File: src/design/rpm_pkg.sv
// Shared types and constants for the rotated pattern match block.
package rpm_pkg;

    localparam int CELL_BITS  = 8;
    localparam int COUNT_BITS = 7;
    localparam logic [COUNT_BITS-1:0] COUNT_MAX = 7'd127;

    // item kinds
    localparam logic [2:0] K_LOAD  = 3'd0;
    localparam logic [2:0] K_HLITE = 3'd1;
    localparam logic [2:0] K_OBS   = 3'd2;
    localparam logic [2:0] K_TICK  = 3'd3;
    localparam logic [2:0] K_QUERY = 3'd4;

    // register indexes
    localparam logic [1:0] REG_HOLD     = 2'd0;
    localparam logic [1:0] REG_MISMATCH = 2'd1;
    localparam logic [1:0] REG_MCOUNT   = 2'd2;

    localparam logic [7:0] HOLD_RST     = 8'd20;
    localparam logic [5:0] MISMATCH_RST = 6'd1;
    localparam logic [3:0] MCOUNT_RST   = 4'd6;

    localparam logic REPLY_MATCH = 1'b0;
    localparam logic REPLY_QUERY = 1'b1;

    typedef struct packed {
        logic wr_byte;  // write one pattern byte
        logic clr;      // zero a whole row
        logic rd;       // read a whole row
    } t_mem_cmd;

    typedef struct packed {
        logic upd;      // compare a row against the observed cell
        logic clr;      // zero all counts
    } t_cnt_cmd;

    typedef struct packed {
        logic set_hl;
        logic hl_val;
        logic tick;
        logic match_wr;
    } t_tbl_cmd;

    typedef struct packed {
        logic present;
        logic highlighted;
        logic in_rect;
    } t_tbl_stat;

endpackage

File: src/design/rpm_marker_table.sv
// Per-marker presence counters, highlight flags and stored rectangles.
module rpm_marker_table #(
    parameter int MAX_MARKERS = 8,
    parameter int COORD_BITS  = 12
) (
    input  logic                    i_clk,
    input  logic                    i_rst_n,
    input  rpm_pkg::t_tbl_cmd       i_cmd,
    input  logic [2:0]              i_hl_marker,
    input  logic [((MAX_MARKERS > 1) ? $clog2(MAX_MARKERS) : 1)-1:0] i_idx,
    input  logic [7:0]              i_hold,
    input  logic [COORD_BITS-1:0]   i_left,
    input  logic [COORD_BITS-1:0]   i_top,
    input  logic [COORD_BITS-1:0]   i_right,
    input  logic [COORD_BITS-1:0]   i_bottom,
    output rpm_pkg::t_tbl_stat      o_stat
);
    import rpm_pkg::*;

    logic [7:0]            r_presence [MAX_MARKERS];
    logic                  r_hl       [MAX_MARKERS];
    logic [COORD_BITS-1:0] r_left     [MAX_MARKERS];
    logic [COORD_BITS-1:0] r_top      [MAX_MARKERS];
    logic [COORD_BITS-1:0] r_right    [MAX_MARKERS];
    logic [COORD_BITS-1:0] r_bottom   [MAX_MARKERS];

    always_ff @(posedge i_clk) begin
        if (!i_rst_n) begin
            for (int m = 0; m < MAX_MARKERS; m++) begin
                r_presence[m] <= '0;
                r_hl[m]       <= 1'b0;
                r_left[m]     <= '0;
                r_top[m]      <= '0;
                r_right[m]    <= '0;
                r_bottom[m]   <= '0;
            end
        end else begin
            for (int m = 0; m < MAX_MARKERS; m++) begin
                if (i_cmd.tick && r_presence[m] != 8'd0) begin
                    r_presence[m] <= r_presence[m] - 8'd1;
                end
                if (i_cmd.set_hl && 32'(i_hl_marker) == m) begin
                    r_hl[m] <= i_cmd.hl_val;
                end
                if (i_cmd.match_wr && 32'(i_idx) == m) begin
                    r_presence[m] <= i_hold;
                    if (r_hl[m]) begin
                        r_left[m]   <= i_left;
                        r_top[m]    <= i_top;
                        r_right[m]  <= i_right;
                        r_bottom[m] <= i_bottom;
                    end
                end
            end
        end
    end

    // i_left/i_top double as the query point during a query scan
    always_comb begin
        o_stat.present     = r_presence[i_idx] != 8'd0;
        o_stat.highlighted = r_hl[i_idx];
        o_stat.in_rect     = i_left >= r_left[i_idx] && i_left <= r_right[i_idx] &&
                             i_top >= r_top[i_idx] && i_top <= r_bottom[i_idx];
    end

endmodule

File: config.mk
export PLATFORM = sky130hd
export DESIGN_NAME = rpm_marker_table
export DESIGN_NICKNAME = d
export VERILOG_FILES = /design/src/design/rpm_pkg.sv /design/src/design/rpm_marker_table.sv
export SDC_FILE = /design/constraint.sdc
export NUM_CORES = 1
export LEC_CHECK = 0
export BUFFER_PORTS_ARGS = -buffer_cell sky130_fd_sc_hd__buf_2
export CORE_UTILIZATION = 55
export CTS_CLUSTER_SIZE = 28
export DETAILED_ROUTE_END_ITERATION = 16
export MAX_ROUTING_LAYER = met4
export PLACE_DENSITY = 0.72
export SYNTH_ARGS = -nofsm -noshare
export SYNTH_HDL_FRONTEND = slang
export SYNTH_SLANG_ARGS = --single-unit
File: constraint.sdc
create_clock -name i_clk -period 9.9 [get_ports i_clk]
set_input_delay 1.485 -clock i_clk [delete_from_list [all_inputs] [get_ports i_clk]]
set_output_delay 1.485 -clock i_clk [all_outputs]
set_load 0.05 [all_outputs]
==> flow_summary.yaml <==
run_status:
  status: "finished, final reports clean"
grt:
  grt_pass1_vias: 13200
  antenna_found_initial: 2
  gr-usage-met3: 0.0452
  grtUsageMet2: 0.436
  grt_first_pass_wirelength_mm: 77.0
  grt-ovfl-total: 0
  gr-usage-met1: 0.361
  top_usage_layer: "met2"
  grt_usage: 0.272
  grt_max_degree: 64
timing:
  rsz0062_at_grt: "no"
  slew_violations: 0
  setup_tns_ns: 0
  finalSetupViolCount: 0
  fmax_mhz: 144
  worstMarginPinSlew_ns: 1.16
  min_period_ns: 6.94
  finalCritPeriodShare: 0.701
  finalHoldViolCount: 0
  finClkSkew_ns: 0.0108
  max-slew-margin-rel: 0.226
  setup_ws_ns: 2.96
die:
  die_w_um: 200
  die_h_um: 200
  io_pins: 71
  initial_core_util: 0.557
  die_area_sq_um: 39900
  core-area_sq_um: 38600
  rows: 72
route:
  wirelength_mm: 50.3
  vias: 13200
  ant_nets: 0
  drt-initial-drc-count: 1235
  firstDrtPassIters: 6
  wire_per_inst_um: 23.1
  vias_per_cell: 6.04
  drc: 0
pwr:
  power_density_nw_per_um2: 194
  vdd_drop_max_mv: 0.147
  finalPower_mw: 4.65
  p_leak_nw: 8.95
min_path:
  worstHoldStart: "r_hl[3]"
  hp-class: "flop to flop"
clock_tree:
  postCtsSetupBuffers: 0
  cts_resized: 0
  cts_tree: "built"
  cts-root-buf: "clkbuf_16"
  worstSkewPairLatency_ns: 0.58
  cts_hold_buf: 0
  clk_pin_slew_worst_paths_ns: 0.06
  clock_sinks: 456
  cts_buffers: 47
  ctsHtreeMaxLevel: 2
  clk_path_buf_depth: 3
place:
  placed_area_sq_um: 22300
  portBuffers: 70
  gp_congestion: 0.824
  dp_hpwl_mm: 29.0
  place_inst: 2092
  pre_cts_ws_ns: 2.86
logic_synthesis:
  syn_avg_cell_area_sq_um: 13.7
  synthArstFlopShare: 0
  syn_inst: 1568
  yosysSeqAreaShare: 0.634
  yosys_warnings: 0
  ys.flop_type: "edfxtp_1"
  syn-cell-area_sq_um: 21500
  synth_nets: 1700
  ys_types: 51
  synth_edf_count: 451
  synth-seq-cells: 456
worst_setup_path:
  cp-start-kind: "input pin"
  crit_chain: "buf_6 > buf_4 > mux4_2 > mux2i_1 > ha_1 > a21oi_1 > o21ai_0 > a2111oi_0 > a21oi_1 > nor4_1 > buf_2"
  cp.required_ns: 8.42
  arrival_ns: 5.46
  cpMostUsedCell: "a21oi_1"
  timing.rr.start: "r_hl[1]"
  slowest_delay_ns: 0.59
  worstSetupEndpointType: "output port"
  crit_slowest_cell: "buf_6"
  critPathMaxFanout: 63
  worst-setup-path-type: "input pin to output port"
  crit_start: "i_idx[0]"
final_layout:
  layout-drive-gt1-share: 0.173
  layout_commonest_cell: "edfxtp_1"
  regArea_sq_um: 13600
  fillerInstances: 2849
  multi_input_area_sq_um: 7210
  fin_area_sq_um: 24000
  final_nets: 1755
  syn2layout_area_growth_pct: 11.5
  finalNonFillerCells: 2181
  final_cell_mix: "edfxtp_1, nor2_1, nand2_1"
flow_run:
  cap_violations: 0
-- layout make-up --
type,count,share of cell area
Timing Repair Buffer,92,0.0221
Inverter,73,0.0114
Tap cell,518,0.0270
Sequential cell,456,0.569
Clock buffer,52,0.0507
Antenna cell,1,0.000104
Multi-Input combinational cell,953,0.301
Clock inverter,36,0.0188
-- power by group --
group	switching [mW]	internal, mW
sequential	0.0540	2.24
combinational	0.278	0.185
clock	0.747	1.15
total	1.08	3.57
-- metal layers --
layer  routed length (um)  vias to the layer above
met5                    0                        -
li1                     -                     5897
met2                25100                      519
met1                20300                     6658
met4                 1240                        0
met3                 3690                       90
-- synth_stat cells (all sizes together) (3+ instances only) --
cell / number / area (sq um)
mux4: 98 / 2210
or4: 3 / 26.3
inv: 73 / 274
o31ai: 45 / 338
nand2: 147 / 552
nand4: 11 / 68.8
nor3b: 4 / 30.0
dfxtp: 5 / 100
mux2i: 49 / 490
nor2b: 12 / 75.1
o21ai: 28 / 140
nand3: 16 / 80.1
ha: 64 / 801
nor4: 11 / 75.1
xnor2: 28 / 245
mux2: 5 / 56.3
a21o: 11 / 82.6
or3: 3 / 23.8
nand3b: 9 / 67.6
nor3: 22 / 120
a21oi: 18 / 90.1
a211oi: 5 / 42.5
nand2b: 6 / 37.5
edfxtp: 451 / 13500
nor2: 319 / 1200
xor2: 18 / 158
buf: 37 / 224
clkbuf: 49 / 194
nor4b: 3 / 26.3
-- metrics by stage --
step | hold slack (ns) | utilization
detailed placement | 0.550 | 0.577
global placement | 0.536 | 0.577
global route | 0.579 | 0.620
CTS | 0.558 | 0.620
finish | 0.560 | 0.620
floorplan | 0.499 | -
-- final timing paths --
check / endpoint / slack, ns / cells after the start
hold / removal: r_hl[3] / 0.56 / 2
setup / recovery: o_stat[0] / 2.96 / 11
setup reg to reg: r_right[1][10] / 7.40 / 3
hold reg to reg: r_hl[3] / 0.56 / 2
-- critical path, delay by kind of cell --
kind,cells,cell delay [ns]
buf+inv,3,1.48
compound gates,4,0.90
mux,2,0.72
simple gates,1,0.52
fa+ha+maj,1,0.28
-- cells by family after synthesis --
group,Yosys count,share of synthesized area
buf+inv,159,0.0322
xor+xnor,46,0.0187
compound gates,123,0.0383
mux,152,0.128
flops,456,0.634
simple gates,568,0.111
fa+ha+maj,64,0.0372
-- registers in the layout, summed over array words and instances (netlist names) --
name	count
r_top	96
r_bottom	96
r_hl	8
r_presence	64
r_right	96
r_left	96
Power figures use the tool's default switching activity.
