**config.mk**
```make
export PLATFORM = sky130hd
export DESIGN_NAME = rpm_count_bank
export DESIGN_NICKNAME = d
export VERILOG_FILES = /design/src/design/rpm_pkg.sv /design/src/design/rpm_count_bank.sv
export SDC_FILE = /design/constraint.sdc
export NUM_CORES = 1
export LEC_CHECK = 0
export BUFFER_PORTS_ARGS = -buffer_cell sky130_fd_sc_hd__buf_2
export CAP_MARGIN = 30
export CORE_ASPECT_RATIO = 2
export CORE_MARGIN = 5
export CORE_UTILIZATION = 62
export CTS_CLUSTER_DIAMETER = 60
export DETAILED_ROUTE_END_ITERATION = 8
export PLACE_DENSITY = 0.92
export SKIP_LAST_GASP = 1
export SLEW_MARGIN = 20
export SYNTH_ARGS = -nofsm -noshare
export SYNTH_HDL_FRONTEND = slang
export SYNTH_SLANG_ARGS = --single-unit
```
**constraint.sdc**
```tcl
create_clock -name i_clk -period 7.2 [get_ports i_clk]
set_clock_uncertainty 0.15 [all_clocks]
set_input_delay 0.36 -clock i_clk [delete_from_list [all_inputs] [get_ports i_clk]]
set_output_delay 0.36 -clock i_clk [all_outputs]
set_load 0.02 [all_outputs]
```
**src/design/rpm_pkg.sv**
```systemverilog
// Shared types and constants for the rotated pattern match block.
package rpm_pkg;

    localparam int CELL_BITS  = 8;
    localparam int COUNT_BITS = 7;
    localparam logic [COUNT_BITS-1:0] COUNT_MAX = 7'd127;

    // item kinds
    localparam logic [2:0] K_LOAD  = 3'd0;
    localparam logic [2:0] K_HLITE = 3'd1;
    localparam logic [2:0] K_OBS   = 3'd2;
    localparam logic [2:0] K_TICK  = 3'd3;
    localparam logic [2:0] K_QUERY = 3'd4;

    // register indexes
    localparam logic [1:0] REG_HOLD     = 2'd0;
    localparam logic [1:0] REG_MISMATCH = 2'd1;
    localparam logic [1:0] REG_MCOUNT   = 2'd2;

    localparam logic [7:0] HOLD_RST     = 8'd20;
    localparam logic [5:0] MISMATCH_RST = 6'd1;
    localparam logic [3:0] MCOUNT_RST   = 4'd6;

    localparam logic REPLY_MATCH = 1'b0;
    localparam logic REPLY_QUERY = 1'b1;

    typedef struct packed {
        logic wr_byte;  // write one pattern byte
        logic clr;      // zero a whole row
        logic rd;       // read a whole row
    } t_mem_cmd;

    typedef struct packed {
        logic upd;      // compare a row against the observed cell
        logic clr;      // zero all counts
    } t_cnt_cmd;

    typedef struct packed {
        logic set_hl;
        logic hl_val;
        logic tick;
        logic match_wr;
    } t_tbl_cmd;

    typedef struct packed {
        logic present;
        logic highlighted;
        logic in_rect;
    } t_tbl_stat;

endpackage

```
**src/design/rpm_count_bank.sv**
```systemverilog
// Per-pattern mismatch counters with the match test for one marker.
module rpm_count_bank #(
    parameter int MAX_MARKERS = 8
) (
    input  logic                                       i_clk,
    input  logic                                       i_rst_n,
    input  rpm_pkg::t_cnt_cmd                          i_cmd,
    input  logic [MAX_MARKERS*4*rpm_pkg::CELL_BITS-1:0] i_row,
    input  logic [rpm_pkg::CELL_BITS-1:0]              i_value,
    input  logic [5:0]                                 i_max_mismatch,
    input  logic [((MAX_MARKERS > 1) ? $clog2(MAX_MARKERS) : 1)-1:0] i_idx,
    output logic                                       o_hit
);
    import rpm_pkg::*;

    logic [COUNT_BITS-1:0] r_cnt [MAX_MARKERS][4];
    logic [COUNT_BITS-1:0] n_cnt [MAX_MARKERS][4];

    always_comb begin
        for (int m = 0; m < MAX_MARKERS; m++) begin
            for (int r = 0; r < 4; r++) begin
                n_cnt[m][r] = r_cnt[m][r];
                if (i_cmd.clr) begin
                    n_cnt[m][r] = '0;
                end else if (i_cmd.upd &&
                             i_row[(m*4+r)*CELL_BITS +: CELL_BITS] != i_value &&
                             r_cnt[m][r] != COUNT_MAX) begin
                    n_cnt[m][r] = r_cnt[m][r] + 1'b1;
                end
            end
        end
    end

    always_ff @(posedge i_clk) begin
        if (!i_rst_n) begin
            for (int m = 0; m < MAX_MARKERS; m++) begin
                for (int r = 0; r < 4; r++) begin
                    r_cnt[m][r] <= '0;
                end
            end
        end else begin
            r_cnt <= n_cnt;
        end
    end

    always_comb begin
        o_hit = 1'b0;
        for (int r = 0; r < 4; r++) begin
            if (r_cnt[i_idx][r] <= {1'b0, i_max_mismatch}) begin
                o_hit = 1'b1;
            end
        end
    end

endmodule

```
==> impl_metrics.toml, run 1 <==
[critical_path]
required_ps = 6690
endpoint_kind = "primary output"
cp_max_fo = 32
worstSetupPathType = "primary input to primary output"
startpoint_type = "primary input"
critical_path_arrival_ps = 3750

[power_and_ir_drop]
power_density_nw_per_um2 = 162
pwr-share-clk_pct = 39.2
switchingPower_mw = 0.785
seq_power_share_pct = 44.7
p_sw_share_pct = 27.6
p_leak_nw = 6.46
p_comb_share_pct = 16.1
p_total_mw = 2.85
ir_worst_vdd_mv = 0.123
internal_power_mw = 2.06

[synth]
synth_top_family_by_area = "simple AND/OR/NAND/NOR gates"
yosys_warnings = 0
synth_edf_count = 0
synthSimpleGateAreaFrac_pct = 17.7
synth_cells = 1749
ys_seq_area_share_pct = 28.5
synth_fa_ha_area_share_pct = 4.46
synth-main-ff-cell = "dfxtp_1"
muxShareOfSynthArea_pct = 10.9
synth_xor_xnor_area_share_pct = 15.8
synth-compound-area-share_pct = 15.2
ys_seq_elements = 224
async_flop_share_pct = 0
syn_avg_cell_area_um2 = 8.99
synth_fp_nets = 2082
synthDistinctLibCells = 46
synth_area_um2 = 15700

[finish]
nFillCells = 1758
multi_input_area_um2 = 10100
final_common_cell = "buf_2"
final_cell_mix = "buf_2, dfxtp_1, xor2_1"
largest_reg_flops = 224
reg.largest.list = "r_cnt (224)"
area_growth_pct = 11.9
final_nets = 2293
drive_gt1_share_pct = 20.9
finalNonFillerCells = 2314
register_area_um2 = 4480
largest_register = "r_cnt"
final_area_um2 = 17600

[clock_network]
post_cts_buffers = 0
ctsHoldBuffers = 0
clock-root-buffer = "clkbuf_16"
clk_path_buf_depth = 3
cts_tree = "built"
cts.clk_slew.worst_paths_ps = 60
htreeDepth = 1
cts_buffers = 21
cts_resized = 0
clk_latency_ps = 510
cts_sinks = 224

[global_routing]
track_usage_pct = 33.1
grt_max_degree = 89
gr-total-overflow = 0
antenna_found_initial = 6
grt_pass1_wl_um = 76200
grt_pass1_vias = 15094

[placed_design]
gp_congestion = 0.984
placed_area_um2 = 16800
dp_hpwl_um = 37300
io_buffers = 277
dp_cells = 2268

[timing]
fmaxAchievable_mhz = 235
slew_headroom_pct = 26.3
setup-tns-final_ps = 0
slew_violations = 0
tightest_slew_ps = 1100
period_share_pct = 59.1
setup_viol = 0
post-route-min-period_ps = 4260
finalHoldViolCount = 0
rsz0062_at_grt = "no"

[die]
rows = 82
start_util_pct = 62.8
die-area_um2 = 28800
coreArea_um2 = 25000
pin_count = 278
die_width_um = 123
die_h_um = 235

[drt]
drcViolationCount = 0
drt-vias-per-instance = 6.50
drt_iter0_markers = 1142
vias = 15036
drtAntennaViolNets = 0
drt-pass1-iter-count = 5
post_drt_wl_per_cell_um = 21.4
wirelength_um = 49500

[worst_hold_path]
hold_class = "primary input to register"

[outcome]
status = "finished, final reports clean"

[job]
maxCapViolations = 0
==> layer usage <==
layer / vias up / GRT usage [%] / wire length, um
met4: 0 / 25.8 / 4580
met1: 7110 / 34.3 / 16200
met2: 827 / 57.6 / 25100
li1: 6851 / - / -
met5: - / 0 / 0
met3: 248 / 5.60 / 3710
==> critical path: stages <==
cell and delay [ps]:
buf_2 520, buf_4 570, mux4_2 560, mux2_2 270, ha_1 340, a21oi_1 90
a21oi_1 150, a211oi_1 60, o21ai_0 360, nand4_1 210, buf_2 210
==> path summary, 6_finish.rpt <==
| check | from | to | slack (ps) | depth (start not counted) |
|---|---|---|---|---|
| min | i_cmd[0] | r_cnt[146] | 130 | 3 |
| max | i_idx[0] | o_hit | 2940 | 11 |
| max reg2reg | r_cnt[175] | r_cnt[180] | 5010 | 6 |
| min reg2reg | r_cnt[139] | r_cnt[139] | 340 | 2 |
==> power by group through the flow <==
| stage | sequential [mW] | clock, mW | combinational [mW] |
|---|---|---|---|
| after global routing | 1.27 | 1.17 | 0.493 |
| final | 1.27 | 1.12 | 0.458 |
| after global placement | 1.30 | 0 | 0.420 |
| after CTS | 1.27 | 1.11 | 0.440 |
| after floorplan | 1.29 | 0 | 0.304 |
| after detailed placement | 1.30 | 0 | 0.437 |
==> through the flow <==
stage	hold slack, ps	worst slack, ps	utilization (%)
after global routing	156	2820	70.2
after global placement	302	2980	67.0
final	134	2940	70.2
after detailed placement	322	2970	67.1
after CTS	126	2970	69.7
after floorplan	286	3960	-
==> kinds of logic (layout without fill, tap and decap cells) <==
| kind of cell | count (synthesis) | after routing |
|---|---|---|
| buffers and inverters | 189 | 413 |
| flip-flops | 224 | 224 |
| XOR/XNOR | 284 | 284 |
| AO/OA/AOI/OAI | 376 | 376 |
| AND/OR/NAND/NOR | 521 | 521 |
| multiplexers | 99 | 99 |
| other | 0 | 5 |
| adder cells (fa/ha/maj) | 56 | 56 |
==> synth_stat cells, drive strengths merged (2+ instances only) <==
cell	count	area, um2
a2111oi	20	175
a211o	21	184
a211oi	3	22.5
a21o	4	30.0
a21oi	125	626
a41oi	5	43.8
and3	10	62.6
and4	2	17.5
buf	67	687
clkbuf	43	169
dfxtp	224	4480
ha	56	701
inv	79	297
mux2	20	225
mux2i	23	230
mux4	56	1260
nand2	135	507
nand2b	10	62.6
nand3	70	350
nand3b	3	22.5
nand4	43	269
nor2	48	180
nor2b	6	37.5
nor3	24	120
nor4	50	313
nor4b	2	17.5
o211ai	6	50.1
o21a	30	225
o21ai	80	412
o21bai	8	60.1
o31ai	72	541
or3	46	288
or4	72	541
xnor2	89	780
xor2	195	1710
==> layout make-up <==
| type | count | area share, % |
|---|---|---|
| diodes | 5 | 0.0711 |
| clock buffers | 30 | 3.41 |
| clock inverters | 6 | 0.334 |
| inverters | 79 | 1.69 |
| multi-input cells | 1336 | 57.4 |
| flip-flops and latches | 224 | 25.5 |
| well taps | 336 | 2.39 |
| repair buffers | 298 | 9.18 |
Power figures use the tool's default switching activity.
==> inputs of run 2 (changes only) <==
- CORE_UTILIZATION: 62 -> 52
- PLACE_DENSITY: 0.92 -> 0.83
- clock period: 7.2 -> 3.7 ns (I/O delays scaled with it)
==> run 2 against run 1 <==
Net effect: flip-flop and latch count unchanged; design area increased by 1.1%; clock-buffer cell count decreased by 3; sequential share of layout area decreased by 0.27 points; combinational power increased by 93%; sequential power increased by 94%; utilization decreased by 11 points; setup slack got worse by 2600 ps; cell count increased by 2.0%; non-clock buffer count increased by 17; die area increased by 18%; critical endpoint unchanged; highest routed layer unchanged.
==> impl_metrics.toml, run 2 (synthesis gave the netlist of run 1 again) <==
[die]
rows = 90
pin_count = 278
die-area_um2 = 34000
die_width_um = 133
die_h_um = 256
start_util_pct = 52.3
coreArea_um2 = 30100

[timing]
period_share_pct = 91.7
tightest_slew_ps = 831
rsz0062_at_grt = "no"
post-route-min-period_ps = 3390
setup-tns-final_ps = 0
fmaxAchievable_mhz = 295
slew_violations = 0
slew_headroom_pct = 44.3
finalHoldViolCount = 0
setup_viol = 0

[finish]
final_area_um2 = 17800
final_common_cell = "buf_2"
largest_reg_flops = 224
final_nets = 2310
largest_register = "r_cnt"
final_cell_mix = "buf_2, dfxtp_1, xor2_1"
area_growth_pct = 13.1
reg.largest.list = "r_cnt (224)"
drive_gt1_share_pct = 21.9

[critical_path]
cp_max_fo = 6
slowest_stage = "mux4_2"
startpoint = "r_cnt[2]"
required_ps = 3370
crit_path_max_incr_delay_ps = 490
r2r-start = "r_cnt[175]"
endpoint_kind = "primary output"
crit_chain = "mux4_2 > mux2_2 > ha_1 > a21oi_1 > o21ai_0 > a221oi_1 > o21ai_0 > nand4_1 > buf_2"
rr_endpoint = "r_cnt[180]"
reg2regPathDepth = 6
cpMostUsedCell = "o21ai_0"
critical_path_arrival_ps = 3060
regToRegSetupSlack_ps = 1560
worstSetupPathType = "register to primary output"
startpoint_type = "register"

[drt]
post_drt_wl_per_cell_um = 21.0
drt_iter0_markers = 970
drtAntennaViolNets = 0
drt-pass1-iter-count = 5
drcViolationCount = 0
drt-vias-per-instance = 6.25
wirelength_um = 49500
vias = 14746

[clock_network]
cts_sinks = 224
post_cts_buffers = 0
clk_latency_ps = 520
cts_tree = "built"
clk_path_buf_depth = 3
cts.clk_slew.worst_paths_ps = 60
ctsHoldBuffers = 0
clock-root-buffer = "clkbuf_16"
htreeDepth = 1
cts_resized = 0
cts_buffers = 21

[global_routing]
grt_max_degree = 114
grt_pass1_vias = 14863
antenna_found_initial = 2
grt_pass1_wl_um = 77100
gr-total-overflow = 0
track_usage_pct = 28.1

[worst_hold_path]
hold_path_depth = 6
min_to = "r_cnt[188]"
holdCritStartpoint = "i_row[42]"
hold_class = "primary input to register"

[placed_design]
gp_congestion = 0.967
io_buffers = 277
dp_hpwl_um = 39400
placed_area_um2 = 17100

[power_and_ir_drop]
p_leak_nw = 6.54
ir_worst_vdd_mv = 0.239
p_total_mw = 5.56
power_density_nw_per_um2 = 313

[job]
maxCapViolations = 0

[outcome]
status = "finished, final reports clean"
## run 2: layer usage
layer  GRT usage [%]  share of wire [%]  vias up
li1                -                  -     6899
met1            27.5                 33     6980
met2            51.7                 52      641
met3            3.32                5.3      226
met4            23.5                9.8        0
met5               0                  0        -
## run 2: layout make-up
type                    count  area, um2
inverters                  79        297
well taps                 368        460
diodes                      3       7.51
repair buffers            315       1720
clock buffers              27        578
flip-flops and latches    224       4480
clock inverters             8       92.6
multi-input cells        1336      10100
fillers                  2513      12300
## run 2: worst max-delay path, delay by kind of cell (launching register included)
family	cells	cell delay (ps)
compound gates	4	710
simple gates	1	180
fa+ha+maj	1	310
buf+inv	1	190
mux	2	770
flops	1	370
## run 2: worst max path at each step
stage                       end  cells past startpoint
after detailed placement  o_hit                     11
after CTS                 o_hit                      9
final                     o_hit                      9
after global routing      o_hit                      9
after global placement    o_hit                     11
after floorplan           o_hit                      9
## run 2: where the power goes
| part | switching [mW] | internal [mW] | leakage (nW) | total, mW |
|---|---|---|---|---|
| clock network | 0.960 | 1.24 | 0.332 | 2.20 |
| registers | 0.0381 | 2.44 | 1.81 | 2.47 |
| logic | 0.499 | 0.385 | 4.40 | 0.883 |
| total | 1.50 | 4.06 | 6.54 | 5.56 |
## run 2: per-stage QoR
step / hold WS [ps] / worst slack, ps / instances / util, %
floorplan: 286 / 809 / 1749 / -
global placement: 298 / 539 / 2322 / 56.9
detailed placement: 315 / 514 / 2322 / 56.9
CTS: 78.8 / 374 / 2357 / 59.1
global route: 142 / 251 / 2359 / 59.1
finish: 92.0 / 308 / 2360 / 59.1
==> inputs of run 3 (changes only) <==
- CORE_MARGIN: 5 -> 2
- PLACE_DENSITY: 0.83 -> 0.82
==> run 3 against run 2 <==
Net effect: total power is 0.77% higher; setup slack better by 3.5 ps; non-clock buffer count is 3 higher; routed wire length is 9.2% lower; die area is 6.8% lower; utilization is 0.43 points higher; via count is 1.7% lower; critical path depth is 1 higher; maximum frequency is 0.10% higher; clock power is 2% higher; sequential power hardly changed; combinational power is 1% higher; critical endpoint unchanged; highest routed layer unchanged.
==> impl_metrics.toml, run 3 (synthesis gave the netlist of run 1 again) <==
[outcome]
status = "finished, final reports clean"

[drt]
post_drt_wl_per_cell_um = 19.0
drt_iter0_markers = 1244
drtAntennaViolNets = 0
drt-vias-per-instance = 6.13
drt-pass1-iter-count = 7
drcViolationCount = 0
wirelength_um = 44900
vias = 14499

[timing]
whs_ps = 90.1
setup-tns-final_ps = 0
rsz0062_at_grt = "no"
period_share_pct = 91.6
post-route-min-period_ps = 3390
slew_violations = 0
setup_viol = 0
slew_headroom_pct = 37.6
setup_ws_ps = 311
fmaxAchievable_mhz = 295
finalHoldViolCount = 0
tightest_slew_ps = 936

[critical_path]
cp_max_fo = 7
critical_path_arrival_ps = 3050
crit_path_max_incr_delay_ps = 480
endpoint_kind = "primary output"
startpoint_type = "register"
reg2regPathDepth = 6
r2r-start = "r_cnt[175]"
regToRegSetupSlack_ps = 1570
rr_endpoint = "r_cnt[180]"
slowest_stage = "mux4_2"
cpMostUsedCell = "a21oi_1"
startpoint = "r_cnt[37]"
crit_chain = "mux4_2 > mux2_2 > ha_1 > a21oi_1 > a21oi_1 > a211oi_1 > o21ai_0 > buf_4 > nand4_1 > buf_2"
worstSetupPathType = "register to primary output"
required_ps = 3370

[global_routing]
grt_max_degree = 78
grt_pass1_vias = 13529
gr-total-overflow = 0
track_usage_pct = 27.3
grt_pass1_wl_um = 70100
antenna_found_initial = 0

[power_and_ir_drop]
seq_power_share_pct = 44.1
p_comb_share_pct = 15.9
power_density_nw_per_um2 = 314
p_leak_nw = 6.57
pwr-share-clk_pct = 39.9
p_sw_share_pct = 27.6
internal_power_mw = 4.05
ir_worst_vdd_mv = 0.279
p_total_mw = 5.60
switchingPower_mw = 1.55

[job]
maxCapViolations = 0

[die]
coreArea_um2 = 30000
die_width_um = 127
pin_count = 278
start_util_pct = 52.5
die-area_um2 = 31700
rows = 90
die_h_um = 250

[finish]
area_growth_pct = 13.5
nFillCells = 2558
antenna_cells = 0
drive_gt1_share_pct = 21.9
register_area_um2 = 4480
final_cell_mix = "buf_2, dfxtp_1, xor2_1"
final_common_cell = "buf_2"
largest_register = "r_cnt"
largest_reg_flops = 224
reg.largest.list = "r_cnt (224)"
multi_input_area_um2 = 10100
final_nets = 2314

[clock_network]
cts_sinks = 224
cts.clk_slew.worst_paths_ps = 70
cts_buffers = 22
clk_path_buf_depth = 3
clock-root-buffer = "clkbuf_16"
clk_latency_ps = 520
ctsHoldBuffers = 1
htreeDepth = 1
post_cts_buffers = 0
cts_resized = 0
cts_tree = "built"

[worst_hold_path]
min_to = "r_cnt[195]"
hold_class = "primary input to register"
hold_path_depth = 3
holdCritStartpoint = "i_rst_n"

[placed_design]
io_buffers = 277
gp_congestion = 0.906
dp_hpwl_um = 34500
place_ws_ps = 581
-- run 3: cell count changes in the layout (fill, tap and decap cells not counted), sizes merged, moves of 2 or more --
cell | before | now
buf | 315 | 317
diode | 3 | 0
clkinvlp | 1 | 4
bufinv | 2 | 0
inv | 79 | 81
clkbuf | 27 | 29
-- run 3: per-layer routing --
metal  global-route usage [%]  wire length [um]  share of wire [%]  vias to the layer above
li1                         -                 -                  -                     6895
met2                     47.3             21800                 49                      648
met5                        0                 0                  0                        -
met3                     3.97              3350                7.5                      100
met4                     11.5              1960                4.4                        0
met1                     33.7             17800                 40                     6856
-- run 3: worst max-delay path by stage --
stage	endpoint	slack [ps]
floorplan	o_hit	810
global placement	o_hit	630
detailed placement	o_hit	580
CTS	o_hit	350
global route	o_hit	240
finish	o_hit	310
-- run 3: layout make-up --
cell class,count,share of cell area [%]
clock buffers,29,3.58
clock inverters,11,0.421
inverters,79,1.66
multi-input cells,1336,56.6
flip-flops and latches,224,25.1
well taps,368,2.58
repair buffers,318,9.98
-- run 3: power by group through the flow --
| stage | clock network [mW] | registers [mW] | logic, mW |
|---|---|---|---|
| after global routing | 2.36 | 2.47 | 0.966 |
| after floorplan | 0 | 2.51 | 0.592 |
| after detailed placement | 0 | 2.52 | 0.882 |
| after CTS | 2.27 | 2.47 | 0.888 |
| final | 2.24 | 2.47 | 0.893 |
| after global placement | 0 | 2.52 | 0.863 |
-- run 3: through the flow --
stage,utilization [%],std cells,cell area (um2)
after floorplan,-,1749,15700
after global placement,57.0,2323,17100
after detailed placement,57.0,2323,17100
after CTS,59.4,2364,17800
after global routing,59.5,2365,17800
final,59.5,2365,17800
-- run 3: critical path, delay by kind of cell, from the launching register on --
kind / cells / cell delay [ps]
muxes: 2 / 760
AOI/OAI and AO/OA: 4 / 630
DFF: 1 / 380
buffers and inverters: 2 / 340
adders and majority gates: 1 / 320
and+or+nand+nor: 1 / 100
